File: config.mk
export PLATFORM = sky130hd
export DESIGN_NAME = twr_range_calculator
export DESIGN_NICKNAME = d
export VERILOG_FILES = /design/src/rtl/core/twr_pkg.sv /design/src/rtl/core/twr_slot_table.sv /design/src/rtl/core/twr_serial_div.sv /design/src/rtl/core/twr_range_calculator.sv
export SDC_FILE = /design/constraint.sdc
export NUM_CORES = 2
export LEC_CHECK = 0
export BUFFER_PORTS_ARGS = -buffer_cell sky130_fd_sc_hd__buf_2
export CAP_MARGIN = 10
export CORE_AREA = 3 3 594 419
export CTS_BUF_LIST = sky130_fd_sc_hd__clkbuf_8
export DETAILED_ROUTE_END_ITERATION = 6
export DIE_AREA = 0 0 597 422
export GPL_TIMING_DRIVEN = 0
export PLACE_DENSITY_LB_ADDON = 0.08
export SETUP_SLACK_MARGIN = 0.15
export SYNTH_ARGS = -nofsm -noshare
export SYNTH_HDL_FRONTEND = slang
export SYNTH_SLANG_ARGS = --single-unit
File: constraint.sdc
create_clock -name clk_i -period 28 [get_ports clk_i]
set_input_delay 0 -clock clk_i [delete_from_list [all_inputs] [get_ports clk_i]]
set_output_delay 0 -clock clk_i [all_outputs]
set_load 0.02 [all_outputs]
File: src/rtl/core/twr_pkg.sv
`timescale 1ns / 1ps
package twr_pkg;

  localparam int ANCHOR_SLOTS = 4;
  localparam int STAMP_BITS   = 40;

  localparam int SLOT_W  = (ANCHOR_SLOTS > 1) ? $clog2(ANCHOR_SLOTS) : 1;
  localparam int PROD_W  = 2 * STAMP_BITS;
  localparam int DEN_W   = STAMP_BITS + 2;
  // 2 * speed of light in m/s, and ticks per second scaled to mm
  localparam int LIGHT_W = 30;
  localparam int TICK_W  = 26;
  localparam logic [LIGHT_W-1:0] LIGHT2   = LIGHT_W'(599405094);
  localparam logic [TICK_W-1:0]  TICK_DEN = TICK_W'(63897600);
  localparam int NUM_W   = PROD_W + LIGHT_W;
  localparam int DM_W    = DEN_W + TICK_W;
  localparam int N_W     = NUM_W + 1;
  localparam int D_W     = DM_W + 1;
  localparam int Q_W     = 41;
  localparam logic [Q_W-1:0] DIST_CLAMP = {1'b1, {(Q_W-1){1'b0}}};
  localparam int CNT_W   = $clog2(STAMP_BITS + LIGHT_W);
  localparam int DCNT_W  = $clog2(Q_W);

  typedef enum logic {
    REG_TAG_ADDRESS   = 1'b0,
    REG_ANTENNA_DELAY = 1'b1
  } cfg_reg_e;

  typedef enum logic [3:0] {
    ST_IDLE, ST_LOOKUP, ST_MUL1, ST_MAG, ST_MUL2, ST_SUM, ST_START, ST_DIV, ST_FIN
  } state_e;

  typedef struct packed {
    logic [15:0]           anchor_addr;
    logic [STAMP_BITS-1:0] tag_tx_time;
    logic [STAMP_BITS-1:0] anchor_rx_time;
    logic [STAMP_BITS-1:0] anchor_tx_time;
    logic [STAMP_BITS-1:0] tag_rx_time;
    logic [7:0]            exchange_sequence;
    logic [7:0]            slot_number;
    logic [7:0]            flags_in;
    logic [14:0]           preamble_count;
    logic [7:0]            retries;
  } twr_in_t;

  typedef struct packed {
    logic [15:0]        result_anchor;
    logic [15:0]        result_tag;
    logic [7:0]         result_sequence;
    logic [7:0]         result_slot;
    logic [7:0]         result_flags;
    logic signed [31:0] distance_mm;
    logic [14:0]        quality;
    logic [7:0]         result_retries;
  } twr_out_t;

  typedef struct packed {
    logic                  hit;
    logic                  found;
    logic [SLOT_W-1:0]     idx;
    logic [STAMP_BITS-1:0] last_tx;
    logic [STAMP_BITS-1:0] last_rx;
  } twr_lookup_t;

endpackage

File: src/rtl/core/twr_slot_table.sv
`timescale 1ns / 1ps
module twr_slot_table (
  input  logic                           clk_i,
  input  logic                           rst_ni,
  input  logic [15:0]                    anchor_i,
  input  logic                           wr_i,
  input  logic [twr_pkg::STAMP_BITS-1:0] tx_i,
  input  logic [twr_pkg::STAMP_BITS-1:0] rx_i,
  output twr_pkg::twr_lookup_t           lookup_o
);
  import twr_pkg::*;

  logic [ANCHOR_SLOTS-1:0] valid_q, valid_d;
  logic [15:0]             anchor_q [ANCHOR_SLOTS];
  logic [STAMP_BITS-1:0]   tx_q     [ANCHOR_SLOTS];
  logic [STAMP_BITS-1:0]   rx_q     [ANCHOR_SLOTS];
  logic                    hit, free;
  logic [SLOT_W-1:0]       hit_idx, free_idx, idx;

  // first matching slot, else first free slot
  always_comb begin
    hit      = 1'b0;
    free     = 1'b0;
    hit_idx  = '0;
    free_idx = '0;
    for (int i = 0; i < ANCHOR_SLOTS; i++) begin
      if (!hit && valid_q[i] && anchor_q[i] == anchor_i) begin
        hit     = 1'b1;
        hit_idx = SLOT_W'(i);
      end
      if (!free && !valid_q[i]) begin
        free     = 1'b1;
        free_idx = SLOT_W'(i);
      end
    end
  end

  assign idx = hit ? hit_idx : free_idx;

  always_comb begin
    lookup_o.hit     = hit;
    lookup_o.found   = hit | free;
    lookup_o.idx     = idx;
    lookup_o.last_tx = tx_q[hit_idx];
    lookup_o.last_rx = rx_q[hit_idx];
  end

  always_comb begin
    valid_d = valid_q;
    if (wr_i && !hit && free) valid_d[free_idx] = 1'b1;
  end

  always_ff @(posedge clk_i or negedge rst_ni) begin
    if (!rst_ni) begin
      valid_q <= '0;
    end else begin
      valid_q <= valid_d;
    end
  end

  always_ff @(posedge clk_i) begin
    if (wr_i && (hit || free)) begin
      anchor_q[idx] <= anchor_i;
      tx_q[idx]     <= tx_i;
      rx_q[idx]     <= rx_i;
    end
  end

endmodule

File: src/rtl/core/twr_serial_div.sv
`timescale 1ns / 1ps
module twr_serial_div (
  input  logic                    clk_i,
  input  logic                    rst_ni,
  input  logic                    start_i,
  input  logic [twr_pkg::N_W-1:0] num_i,
  input  logic [twr_pkg::D_W-1:0] den_i,
  output logic                    busy_o,
  output logic                    done_o,
  output logic [twr_pkg::Q_W-1:0] quot_o
);
  import twr_pkg::*;

  localparam int CMP_W = N_W + D_W + Q_W;

  logic              busy_q, busy_d, done_q, done_d, ovf_q, ovf_d;
  logic [DCNT_W-1:0] cnt_q, cnt_d;
  logic [D_W-1:0]    rem_q, rem_d, den_q, den_d;
  logic [Q_W-1:0]    nq_q, nq_d;
  logic [N_W-1:0]    num_sh;
  logic [D_W:0]      trial, diff;
  logic              ge;

  assign num_sh = num_i >> Q_W;
  assign trial  = {rem_q, nq_q[Q_W-1]};
  assign diff   = trial - {1'b0, den_q};
  assign ge     = trial >= {1'b0, den_q};

  always_comb begin
    busy_d = busy_q;
    done_d = 1'b0;
    ovf_d  = ovf_q;
    cnt_d  = cnt_q;
    rem_d  = rem_q;
    den_d  = den_q;
    nq_d   = nq_q;
    if (start_i) begin
      // quotient at or above 2^Q_W saturates anyway
      ovf_d  = CMP_W'(num_i) >= (CMP_W'(den_i) << Q_W);
      rem_d  = num_sh[D_W-1:0];
      nq_d   = num_i[Q_W-1:0];
      den_d  = den_i;
      cnt_d  = '0;
      busy_d = 1'b1;
    end else if (busy_q) begin
      rem_d = ge ? diff[D_W-1:0] : trial[D_W-1:0];
      nq_d  = {nq_q[Q_W-2:0], ge};
      cnt_d = cnt_q + 1'b1;
      if (cnt_q == DCNT_W'(Q_W - 1)) begin
        busy_d = 1'b0;
        done_d = 1'b1;
      end
    end
  end

  always_ff @(posedge clk_i or negedge rst_ni) begin
    if (!rst_ni) begin
      busy_q <= 1'b0;
      done_q <= 1'b0;
      cnt_q  <= '0;
    end else begin
      busy_q <= busy_d;
      done_q <= done_d;
      cnt_q  <= cnt_d;
    end
  end

  always_ff @(posedge clk_i) begin
    ovf_q <= ovf_d;
    rem_q <= rem_d;
    den_q <= den_d;
    nq_q  <= nq_d;
  end

  assign busy_o = busy_q;
  assign done_o = done_q;
  assign quot_o = (ovf_q || nq_q > DIST_CLAMP) ? DIST_CLAMP : nq_q;

endmodule

File: src/rtl/core/twr_range_calculator.sv
`timescale 1ns / 1ps
// Channel | Signals                        | Direction | Transfer
// in      | in_valid_i in_ready_o in_data_i  | input     | valid & ready
// out     | out_valid_o out_ready_i out_data_o | output  | valid & ready
// cfg     | cfg_we_i cfg_index_i cfg_data_i  | input     | we high
//
// One exchange at a time. Double-sided: two 40-step bit-serial products,
// a 30-step scaling product and a 41-step restoring divide.
// Single-sided: the scaling product and the divide.
// Rejected exchanges free the input again straight from lookup.
// A finished result sits in the output register; the next exchange is
// taken while it waits, and only the final write waits for it.
// Reset clears the anchor slot valid bits, configuration and control.
module twr_range_calculator (
  input  logic              clk_i,
  input  logic              rst_ni,
  input  logic              in_valid_i,
  output logic              in_ready_o,
  input  twr_pkg::twr_in_t  in_data_i,
  output logic              out_valid_o,
  input  logic              out_ready_i,
  output twr_pkg::twr_out_t out_data_o,
  input  logic              cfg_we_i,
  input  logic              cfg_index_i,
  input  logic [15:0]       cfg_data_i
);
  import twr_pkg::*;

  localparam int SB = STAMP_BITS;

  state_e state_q, state_d;
  logic [CNT_W-1:0] cnt_q, cnt_d;

  // configuration
  logic [15:0] tag_addr_q, delay_q;

  // held exchange
  twr_in_t     in_q;

  // arithmetic
  logic [SB-1:0]     ra_q, ra_d, da_q, da_d;
  logic [PROD_W-1:0] pp_q, pp_d, pn_q, pn_d, mag_q, mag_d;
  logic              neg_q, neg_d, ds_q, ds_d;
  logic [DEN_W-1:0]  den_q, den_d;
  logic [NUM_W-1:0]  p2_q, p2_d;
  logic [DM_W-1:0]   p3_q, p3_d;
  logic [N_W-1:0]    n_q, n_d;

  logic              out_valid_q, out_valid_d;
  twr_out_t          out_q, out_d;

  twr_lookup_t       lk;
  logic              slot_wr;

  logic [SB-1:0]     ra, da, rb, db, ss_diff;
  logic [DEN_W-1:0]  den_sum;
  logic [SB:0]       sp, sn;
  logic [PROD_W:0]   s2;
  logic [DEN_W:0]    s3;
  logic [PROD_W-1:0] p_m_n, n_m_p;
  logic              div_start, div_busy, div_done;
  logic [Q_W-1:0]    quot;
  logic signed [42:0] dist_s, dist_v;

  twr_slot_table u_slots (
    .clk_i    (clk_i),
    .rst_ni   (rst_ni),
    .anchor_i (in_q.anchor_addr),
    .wr_i     (slot_wr),
    .tx_i     (in_q.anchor_tx_time),
    .rx_i     (in_q.tag_rx_time),
    .lookup_o (lk)
  );

  twr_serial_div u_div (
    .clk_i   (clk_i),
    .rst_ni  (rst_ni),
    .start_i (div_start),
    .num_i   (n_q),
    .den_i   ({p3_q, 1'b0}),
    .busy_o  (div_busy),
    .done_o  (div_done),
    .quot_o  (quot)
  );

  // timestamp intervals, wrapping at the stamp width
  assign ra = in_q.anchor_rx_time - lk.last_tx;
  assign da = in_q.tag_tx_time - lk.last_rx;
  assign rb = in_q.tag_rx_time - in_q.tag_tx_time;
  assign db = in_q.anchor_tx_time - in_q.anchor_rx_time;
  assign den_sum = DEN_W'(ra) + DEN_W'(rb) + DEN_W'(da) + DEN_W'(db);
  assign ss_diff = rb - db;

  // shift-add steps: the multiplier sits in the low bits of the product
  assign sp = {1'b0, pp_q[PROD_W-1:SB]} + (pp_q[0] ? {1'b0, ra_q} : '0);
  assign sn = {1'b0, pn_q[PROD_W-1:SB]} + (pn_q[0] ? {1'b0, da_q} : '0);
  assign s2 = {1'b0, p2_q[NUM_W-1:LIGHT_W]} + (p2_q[0] ? {1'b0, mag_q} : '0);
  assign s3 = {1'b0, p3_q[DM_W-1:TICK_W]} + (p3_q[0] ? {1'b0, den_q} : '0);
  assign p_m_n = pp_q - pn_q;
  assign n_m_p = pn_q - pp_q;

  // sign, antenna delay, 32-bit saturation
  assign dist_s = neg_q ? -$signed({2'b00, quot}) : $signed({2'b00, quot});
  assign dist_v = dist_s - 43'(signed'(delay_q));

  assign in_ready_o = (state_q == ST_IDLE);
  assign slot_wr    = (state_q == ST_LOOKUP) && (in_q.tag_tx_time != '0);
  assign div_start  = (state_q == ST_START);

  always_comb begin
    state_d     = state_q;
    cnt_d       = cnt_q;
    ra_d        = ra_q;
    da_d        = da_q;
    pp_d        = pp_q;
    pn_d        = pn_q;
    mag_d       = mag_q;
    neg_d       = neg_q;
    ds_d        = ds_q;
    den_d       = den_q;
    p2_d        = p2_q;
    p3_d        = p3_q;
    n_d         = n_q;
    out_valid_d = out_valid_q & ~out_ready_i;
    out_d       = out_q;
    case (state_q)
      ST_IDLE: begin
        if (in_valid_i) state_d = ST_LOOKUP;
      end
      ST_LOOKUP: begin
        cnt_d = '0;
        p2_d  = {{PROD_W{1'b0}}, LIGHT2};
        p3_d  = {{DEN_W{1'b0}}, TICK_DEN};
        if (in_q.tag_tx_time == '0) begin
          state_d = ST_IDLE;
        end else if (lk.hit) begin
          // all intervals zero means round equals reply: no range
          ra_d    = ra;
          da_d    = da;
          pp_d    = PROD_W'(rb);
          pn_d    = PROD_W'(db);
          den_d   = den_sum;
          ds_d    = 1'b1;
          state_d = (den_sum != '0) ? ST_MUL1 : ST_IDLE;
        end else begin
          mag_d   = PROD_W'(ss_diff >> 1);
          den_d   = DEN_W'(1);
          neg_d   = 1'b0;
          ds_d    = 1'b0;
          state_d = (rb > db) ? ST_MUL2 : ST_IDLE;
        end
      end
      ST_MUL1: begin
        pp_d  = {sp, pp_q[SB-1:1]};
        pn_d  = {sn, pn_q[SB-1:1]};
        cnt_d = cnt_q + 1'b1;
        if (cnt_q == CNT_W'(SB - 1)) state_d = ST_MAG;
      end
      ST_MAG: begin
        neg_d   = pp_q < pn_q;
        mag_d   = (pp_q < pn_q) ? n_m_p : p_m_n;
        cnt_d   = '0;
        state_d = ST_MUL2;
      end
      ST_MUL2: begin
        p2_d  = {s2, p2_q[LIGHT_W-1:1]};
        if (cnt_q < CNT_W'(TICK_W)) p3_d = {s3, p3_q[TICK_W-1:1]};
        cnt_d = cnt_q + 1'b1;
        if (cnt_q == CNT_W'(LIGHT_W - 1)) state_d = ST_SUM;
      end
      ST_SUM: begin
        // den*tick added for round-to-nearest
        n_d     = N_W'(p2_q) + N_W'(p3_q);
        state_d = ST_START;
      end
      ST_START: begin
        state_d = ST_DIV;
      end
      ST_DIV: begin
        if (div_done) state_d = ST_FIN;
      end
      ST_FIN: begin
        if (!out_valid_q || out_ready_i) begin
          out_valid_d               = 1'b1;
          out_d.result_anchor       = in_q.anchor_addr;
          out_d.result_tag          = tag_addr_q;
          out_d.result_sequence     = in_q.exchange_sequence;
          out_d.result_slot         = in_q.slot_number;
          out_d.result_flags        = {in_q.flags_in[7:1], in_q.flags_in[0] | ds_q};
          out_d.quality             = in_q.preamble_count;
          out_d.result_retries      = in_q.retries;
          if (dist_v > 43'sd2147483647) begin
            out_d.distance_mm = 32'sh7FFF_FFFF;
          end else if (dist_v < -43'sd2147483648) begin
            out_d.distance_mm = 32'sh8000_0000;
          end else begin
            out_d.distance_mm = dist_v[31:0];
          end
          state_d = ST_IDLE;
        end
      end
      default: state_d = ST_IDLE;
    endcase
  end

  always_ff @(posedge clk_i or negedge rst_ni) begin
    if (!rst_ni) begin
      state_q     <= ST_IDLE;
      cnt_q       <= '0;
      out_valid_q <= 1'b0;
      tag_addr_q  <= '0;
      delay_q     <= '0;
    end else begin
      state_q     <= state_d;
      cnt_q       <= cnt_d;
      out_valid_q <= out_valid_d;
      if (cfg_we_i) begin
        case (cfg_reg_e'(cfg_index_i))
          REG_TAG_ADDRESS:   tag_addr_q <= cfg_data_i;
          REG_ANTENNA_DELAY: delay_q    <= cfg_data_i;
          default: ;
        endcase
      end
    end
  end

  always_ff @(posedge clk_i) begin
    if (in_valid_i && in_ready_o) in_q <= in_data_i;
    ra_q  <= ra_d;
    da_q  <= da_d;
    pp_q  <= pp_d;
    pn_q  <= pn_d;
    mag_q <= mag_d;
    neg_q <= neg_d;
    ds_q  <= ds_d;
    den_q <= den_d;
    p2_q  <= p2_d;
    p3_q  <= p3_d;
    n_q   <= n_d;
    out_q <= out_d;
  end

  assign out_valid_o = out_valid_q;
  assign out_data_o  = out_q;

`ifndef SYNTH
  a_accept_lookup: assert property (@(posedge clk_i) disable iff (!rst_ni)
    (in_valid_i && in_ready_o) |=> state_q == ST_LOOKUP)
    else $error("accepted exchange did not enter lookup");
  a_div_done_fin: assert property (@(posedge clk_i) disable iff (!rst_ni)
    (state_q == ST_DIV && div_done) |=> state_q == ST_FIN)
    else $error("divider result not taken");
  a_fin_div_idle: assert property (@(posedge clk_i) disable iff (!rst_ni)
    (state_q == ST_FIN) |-> !div_busy)
    else $error("finishing while divider still busy");
  a_mag_ds: assert property (@(posedge clk_i) disable iff (!rst_ni)
    (state_q == ST_MAG) |-> ds_q)
    else $error("double-sided path without hit");
  a_start_div: assert property (@(posedge clk_i) disable iff (!rst_ni)
    div_start |=> div_busy)
    else $error("divider did not start");
`endif

endmodule
== Word level (Yosys, flattened, before mapping) ==
Memory sizes are Yosys's and may differ from the RTL's.
Index checks and enable logic that the tools add are counted.

* Bits in registers: 1222
* Memory bits (writable): 384
* Output and inout port bits: 113
* Word-level logic and storage cells: 223
* Memories kept: 3
* Input bits: 245
* Latch bits: 0
* Bits in read-only memories: 0

{| class="wikitable"
|+ Memories
! memory !! words !! width !! read ports !! clocked after Yosys merged registers in !! wr ports !! RTL line !! RTL
|-
| u_slots.rx_q || 4 || 40 || 1 || 0 || 1 || twr_slot_table.sv:16 || <nowiki>logic [STAMP_BITS-1:0] rx_q [ANCHOR_SLOTS];</nowiki>
|-
| u_slots.tx_q || 4 || 40 || 1 || 0 || 1 || twr_slot_table.sv:15 || <nowiki>logic [STAMP_BITS-1:0] tx_q [ANCHOR_SLOTS];</nowiki>
|-
| u_slots.anchor_q || 4 || 16 || 4 || 0 || 1 || twr_slot_table.sv:14 || <nowiki>logic [15:0] anchor_q [ANCHOR_SLOTS];</nowiki>
|}

* Shift operators: 0
* Reduce and logical (&&, ||, !) cells: 49
* Mux-type cells: 69
* Multiply operators: 0
* Bitwise operators: 6
* Div/mod/pow operators: 0
* Add/subtract/negate cells: 20
* $lt $le $gt $ge: 10
* Eq/ne operators: 24

{| class="wikitable"
|+ Operator list
! kind !! count
|-
| two-way mux 80 bit || 8
|-
| one-hot mux 80 bit (2 select lines) || 3
|-
| one-hot mux 110 bit (2 select lines) || 1
|-
| two-way mux 69 bit || 3
|-
| subtractor 40 bit || 5
|-
| subtractor 80 bit || 2
|-
| one-hot mux 68 bit (2 select lines) || 1
|-
| adder 40 x 40 -> 41 bit || 3
|-
| two-way mux 41 bit || 3
|-
| adder 110 x 68 -> 111 bit || 1
|-
| >= comparator 111 x 110 -> 1 bit || 1
|-
| adder 80 x 80 -> 81 bit || 1
|-
| less-than comparator 80 bit || 1
|-
| two-way mux 40 bit || 2
|-
| >= comparator 70 x 69 -> 1 bit || 1
|-
| subtractor 69 bit || 1
|-
| two-way mux 68 bit || 1
|-
| == test 16 bit || 4
|-
| adder 42 x 42 -> 43 bit || 1
|-
| greater-than comparator 43 x 32 -> 1 bit, second input constant || 1
|-
| less-than comparator 43 x 32 -> 1 bit, second input constant || 1
|-
| two-way mux 43 bit || 1
|-
| negator 41 -> 43 bit || 1
|-
| subtractor 43 x 16 -> 43 bit || 1
|-
| other kinds (45) || 130
|}

== Longest topological paths before layout ==
An unclocked memory read counts as a cell.

* Word-level depth: 26
* Gate-level depth with buffers: 42
* Gate-level depth less buffers: 38

== Hierarchy ==
Synthesis repeated with hierarchy kept, for this count alone.

* Cells, all modules: 10995
* Area, all modules: 110955.2 sq um

{| class="wikitable"
|+ Modules (own cells, without submodules)
! module !! times used !! seq. area each (sq um) !! cells each !! area an instance (sq um)
|-
| twr_range_calculator || 1 || 30739.5 || 8705 || 80669.9
|-
| twr_slot_table || 1 || 11631.2 || 784 || 15422.3
|-
| twr_serial_div || 1 || 5605.4 || 1506 || 14863.0
|}

== Worst setup path before layout ==
Ideal clock, no wire load.

* Path type: register -> register
* Start: reg state_q[0]
* End: reg p2_q[0] (enable)
* Data arrival time: 8179 ps
* Setup time: 714 ps
* Path buffers: 1
* Setup slack: 19107 ps
* Stages on the path, launching flop included: 4
* Cell sequence: dfrtp_1 > clkbuf_1 > xnor2_1 > nor3_1

* Cells in the longest elaborated chain, start to end: 2

{| class="wikitable"
|+ RTL lines
! item !! RTL line !! RTL
|-
| from (decl) || twr_range_calculator.sv:31 || <nowiki>state_e state_q, state_d;</nowiki>
|-
| from (signal assigned) || twr_range_calculator.sv:214 || <nowiki>state_q <= state_d;</nowiki>
|-
| == test 4 x 1 -> 1 bit / == test 4 x 3 -> 1 bit (equally long branches) || twr_range_calculator.sv:126 || <nowiki>case (state_q)</nowiki>
|-
| nonzero test 2 bit (no line) (*) || -- ||
|-
| to (signal assigned) || twr_range_calculator.sv:237 || <nowiki>p2_q <= p2_d;</nowiki>
|-
| to (decl) || twr_range_calculator.sv:45 || <nowiki>logic [NUM_W-1:0] p2_q, p2_d;</nowiki>
|}

Every way passes the cells marked *; elsewhere a longest branch is shown, timed or not.
A chain may end at the register's enable or synchronous reset.

== Worst setup path in the final report ==
* Start: reg in_q[207] (netlist bit)
* End: reg state_q[1]

* Cells in the longest elaborated chain, start to end: 25

{| class="wikitable"
|+ RTL lines
! item !! RTL line !! RTL
|-
| from (decl) || twr_range_calculator.sv:38 || <nowiki>twr_in_t in_q;</nowiki>
|-
| from (signal assigned) || twr_range_calculator.sv:228 || <nowiki>if (in_valid_i && in_ready_o) in_q <= in_data_i;</nowiki>
|-
| == test 16 bit || twr_slot_table.sv:27 || <nowiki>if (!hit && valid_q[i] && anchor_q[i] == anchor_i) begin</nowiki>
|-
| logical AND 1 bit || twr_slot_table.sv:27 ||
|-
| two-way mux 1 bit || twr_slot_table.sv:27 ||
|-
| zero test 1 bit || twr_slot_table.sv:27 ||
|-
| logical AND 1 bit (2 in a row) || twr_slot_table.sv:27 ||
|-
| two-way mux 1 bit || twr_slot_table.sv:27 ||
|-
| zero test 1 bit || twr_slot_table.sv:27 ||
|-
| logical AND 1 bit (2 in a row) || twr_slot_table.sv:27 ||
|-
| (+7 left out) || -- ||
|-
| adder 40 x 40 -> 41 bit || twr_range_calculator.sv:91 || <nowiki>assign den_sum = DEN_W'(ra) + DEN_W'(rb) + DEN_W'(da) + DEN_W'(db);</nowiki>
|-
| adder 41 x 40 -> 42 bit || twr_range_calculator.sv:91 ||
|-
| adder 42 x 40 -> 42 bit || twr_range_calculator.sv:91 ||
|-
| nonzero test 42 bit || twr_range_calculator.sv:144 || <nowiki>state_d = (den_sum != '0) ? ST_MUL1 : ST_IDLE;</nowiki>
|-
| two-way mux 2 bit || twr_range_calculator.sv:144 ||
|-
| two-way mux 3 bit (*) || twr_range_calculator.sv:136 || <nowiki>end else if (lk.hit) begin</nowiki>
|-
| two-way mux 3 bit (*) || twr_range_calculator.sv:134 || <nowiki>if (in_q.tag_tx_time == '0) begin</nowiki>
|-
| one-hot mux 4 bit (9 select lines) (*) || twr_range_calculator.sv:126 ||
|}

Marked as above.

==> results.sh <==
export IMPL_syn_nets=12200
export IMPL_avgSynthCellArea_um2=9.89
export IMPL_drv_slew=0
export IMPL_cp_end_kind="flip-flop"
export IMPL_multi_input_area_um2=56800
export IMPL_detail_route_antenna_nets=0
export IMPL_htreeDepth=5
export IMPL_area_delta_synth_final_pct=15.9
export IMPL_fin_crit_ns=13.20
export IMPL_dr_pass1_iters=7
export IMPL_hold_depth=3
export IMPL_grt_usage_pct=33.3
export IMPL_path_max_fanout=10
export IMPL_hold_start="in_valid_i"
export IMPL_wl_per_cell_um=27.5
export IMPL_hpwl_um=348000
export IMPL_internal_power_mw=6.81
export IMPL_fin_worst_skew_ns=0.0625
export IMPL_p_total_mw=13.3
export IMPL_nFillCells=22200
export IMPL_worstSkewPairLatency_ns=0.98
export IMPL_final_common_cell="edfxtp_1"
export IMPL_r2r_cells=37
export IMPL_rsz0062_at_grt="false"
export IMPL_relSlewSlack_pct=0.401
export IMPL_violations="DRC, capacitance limit"
export IMPL_antenna_found_initial=54
export IMPL_min_to="in_q[207]$_DFFE_PP_"
export IMPL_synthArstFlopShare_pct=3.49
export IMPL_rows=152
export IMPL_r2r_end="state_q[1]$_DFFE_PN0P_"
export IMPL_synth_seq_cells=1606
export IMPL_r2r_slack_ns=14.80
export IMPL_status="finished, violations left"
export IMPL_max_freq_mhz=75.7
export IMPL_ys_flop_type="edfxtp_1"
export IMPL_drtIter0Drc=11300
export IMPL_ir_drop_mv=0.162
export IMPL_sw_frac_of_total_pct=49.0
export IMPL_viasPerCell=5.95
export IMPL_pwr_share_clk_pct=16.3
export IMPL_hold_class="in -> reg"
export IMPL_timing_rr_start="in_q[207]$_DFFE_PP_"
export IMPL_cp_arrival_ns=14.04
export IMPL_cpPeakStageDelay_ns=0.83
export IMPL_ff_latch_area_um2=47900
export IMPL_cts_resized=0
export IMPL_yosysUniqueCellTypes=117
export IMPL_hold_viol_final=0
export IMPL_gr_total_overflow=0
export IMPL_seq_area_frac_synth_pct=43.8
export IMPL_dieHeight_um=422
export IMPL_p_switching_mw=6.54
export IMPL_gp_congestion=1.04
export IMPL_synthCells=11100
export IMPL_leakage_nw=51.8
export IMPL_chipWidth_um=597
export IMPL_fin_tns_setup_ns=0
export IMPL_core_um2=244000
export IMPL_grt_max_degree=74
export IMPL_cts_root_buf="clkbuf_8"
export IMPL_setup_violations_final=0
export IMPL_cts_tree="yes"
export IMPL_clockBufferDepth=4
export IMPL_grt_pass1_vias=88300
export IMPL_layout_drive_gt1_share_pct=9.20
export IMPL_p_seq_share_pct=26.1
export IMPL_drcViolationCount=13
export IMPL_crit_required_ns=28.84
export IMPL_io_pins=358
export IMPL_dieArea_um2=252000
export IMPL_power_frac_comb_pct=57.5
export IMPL_portBuffers=357
export IMPL_timing_worst_setup_path_type="reg -> reg"
export IMPL_cts_sinks=1606
export IMPL_num_vias=93600
export IMPL_crit_path_start_kind="flip-flop"
export IMPL_drt_wl_total_um=432000
export IMPL_fin_ws_ns=14.80
export IMPL_synth_area_um2=109000
export IMPL_cts_buffers=277
export IMPL_nets=13400
export IMPL_final_cell_mix="edfxtp_1 (1550), a21oi_1 (981), nand2_1 (946)"
export IMPL_start_util_pct=44.8
export IMPL_power_density_nw_per_um2=105
export IMPL_cap_violations=1
export IMPL_worstMarginPinSlew_ns=1.48
export IMPL_place_ws_ns=15.15
export IMPL_synth_edf_count=1550
export IMPL_grt_pass1_wl_um=612000
export IMPL_clk_pin_slew_worst_paths_ns=0.07
export IMPL_post_route_period_util_pct=47.2
export IMPL_crit_slowest_cell="clkbuf_1"
export IMPL_yosysWarnings=0
layer usage:
layer / part of all wire, % / vias to the layer above / GRT usage [%]
li1: - / 42800 / -
met2: 38 / 4485 / 44.1
met4: 2.8 / 22 / 8.72
met3: 13 / 553 / 12.1
met1: 46 / 45700 / 50.1
met5: 0.11 / - / 1.71
sequential cells by signal (all words and copies together) (netlist names), 64 cells and up:
| name | flops |
|---|---|
| in_q | 223 |
| mag_q | 80 |
| n_q | 111 |
| out_data_o | 111 |
| p2_q | 110 |
| p3_q | 68 |
| pn_q | 80 |
| pp_q | 80 |
| u_div.den_q | 68 |
| u_div.rem_q | 69 |
| u_slots.anchor_q | 64 |
| u_slots.rx_q | 160 |
| u_slots.tx_q | 160 |
worst max-delay path, delay by kind of cell (launching register included):
| kind | cells | cell delay, ns |
|---|---|---|
| fa+ha+maj | 5 | 2.17 |
| flops | 1 | 0.60 |
| xor+xnor | 3 | 0.97 |
| buf+inv | 6 | 2.66 |
| compound gates | 11 | 3.42 |
| simple gates | 12 | 3.18 |
worst max-delay path by stage:
stage                                       from  cells past startpoint  slack (ns)                      end
final                        in_q[207]$_DFFE_PP_                     37       14.80   state_q[1]$_DFFE_PN0P_
after detailed placement     in_q[208]$_DFFE_PP_                     38       15.15   state_q[1]$_DFFE_PN0P_
after global routing         in_q[207]$_DFFE_PP_                     37       14.48   state_q[1]$_DFFE_PN0P_
after floorplan           state_q[0]$_DFFE_PN0P_                      3       19.11    p2_q[0]$_SDFFCE_PN0P_
after CTS                    in_q[208]$_DFFE_PP_                     38       15.00   state_q[1]$_DFFE_PN0P_
after global placement    state_q[0]$_DFFE_PN0P_                      3       14.24  p2_q[103]$_SDFFCE_PN0P_
synth_stat cells, types with 53 or more instances:
master | count | area share [%]
a21o_1 | 438 | 3.0
nand2_1 | 948 | 3.3
a21oi_1 | 982 | 4.5
dfrtp_1 | 56 | 1.3
mux2i_1 | 135 | 1.2
nand3_1 | 188 | 0.86
fa_1 | 94 | 1.7
a31oi_1 | 89 | 0.51
nand4_1 | 164 | 0.94
nor2b_1 | 100 | 0.57
o21ai_0 | 709 | 3.2
buf_2 | 67 | 0.31
inv_1 | 821 | 2.8
nor4_1 | 76 | 0.43
o21bai_1 | 154 | 1.1
and3_1 | 102 | 0.58
or3_1 | 69 | 0.39
xor2_1 | 322 | 2.6
o31ai_1 | 59 | 0.41
nor2_1 | 833 | 2.9
a211oi_1 | 72 | 0.49
o21a_1 | 121 | 0.83
mux2_2 | 117 | 1.2
clkbuf_1 | 287 | 0.99
o211ai_1 | 71 | 0.49
nor3_1 | 177 | 0.81
nand2b_1 | 114 | 0.65
o21ai_1 | 53 | 0.24
and2_1 | 254 | 1.5
edfxtp_1 | 1550 | 43
ha_1 | 849 | 9.7
xnor2_1 | 398 | 3.2
per-stage QoR:
stage          std cells  hold WS, ns  utilization [%]  instance area [um2]
6_report           15700        0.202             51.9               127000
3_3_place_gp       14700        0.176             47.2               115000
5_1_grt            15700        0.205             51.9               127000
4_1_cts            15700        0.114             51.8               127000
3_5_place_dp       14700        0.132             47.6               116000
2_1_floorplan      11100       -0.296                -               109000
power by group through the flow:
stage               Sequential (mW)  Combinational, mW  Clock, mW
floorplan                      3.40               4.70          0
global placement               3.65               7.30          0
detailed placement             3.52               7.39          0
CTS                            3.47               7.49       2.22
global route                   3.50               8.21       2.32
finish                         3.49               7.68       2.18
what timing repair did:
action	in CTS	in global routing
endpoints found under the hold margin	481	0
buffers inserted	0	0
hold buffers	489	0
layout make-up:
class / count / share of cell area, %
Multi-Input combinational cell: 8249 / 44.8
Sequential cell: 1606 / 37.8
Timing Repair Buffer: 919 / 6.17
Tap cell: 3234 / 3.19
Clock buffer: 286 / 3.10
Inverter: 823 / 2.44
Buffer: 382 / 1.28
Clock inverter: 200 / 1.12
Antenna cell: 27 / 0.0533
logic make-up (layout without fill, tap and decap cells):
family          Yosys count  in the layout  synth area share [%]
simple gates           3186           3186                  14.0
flops                  1606           1606                  43.8
other cells               0             27                     0
buf+inv                1205           2610                  4.30
compound gates         3143           3143                  18.2
xor+xnor                722            722                  5.80
fa+ha+maj               943            943                  11.4
mux                     255            255                  2.48
(Power assumes the default switching activity.)
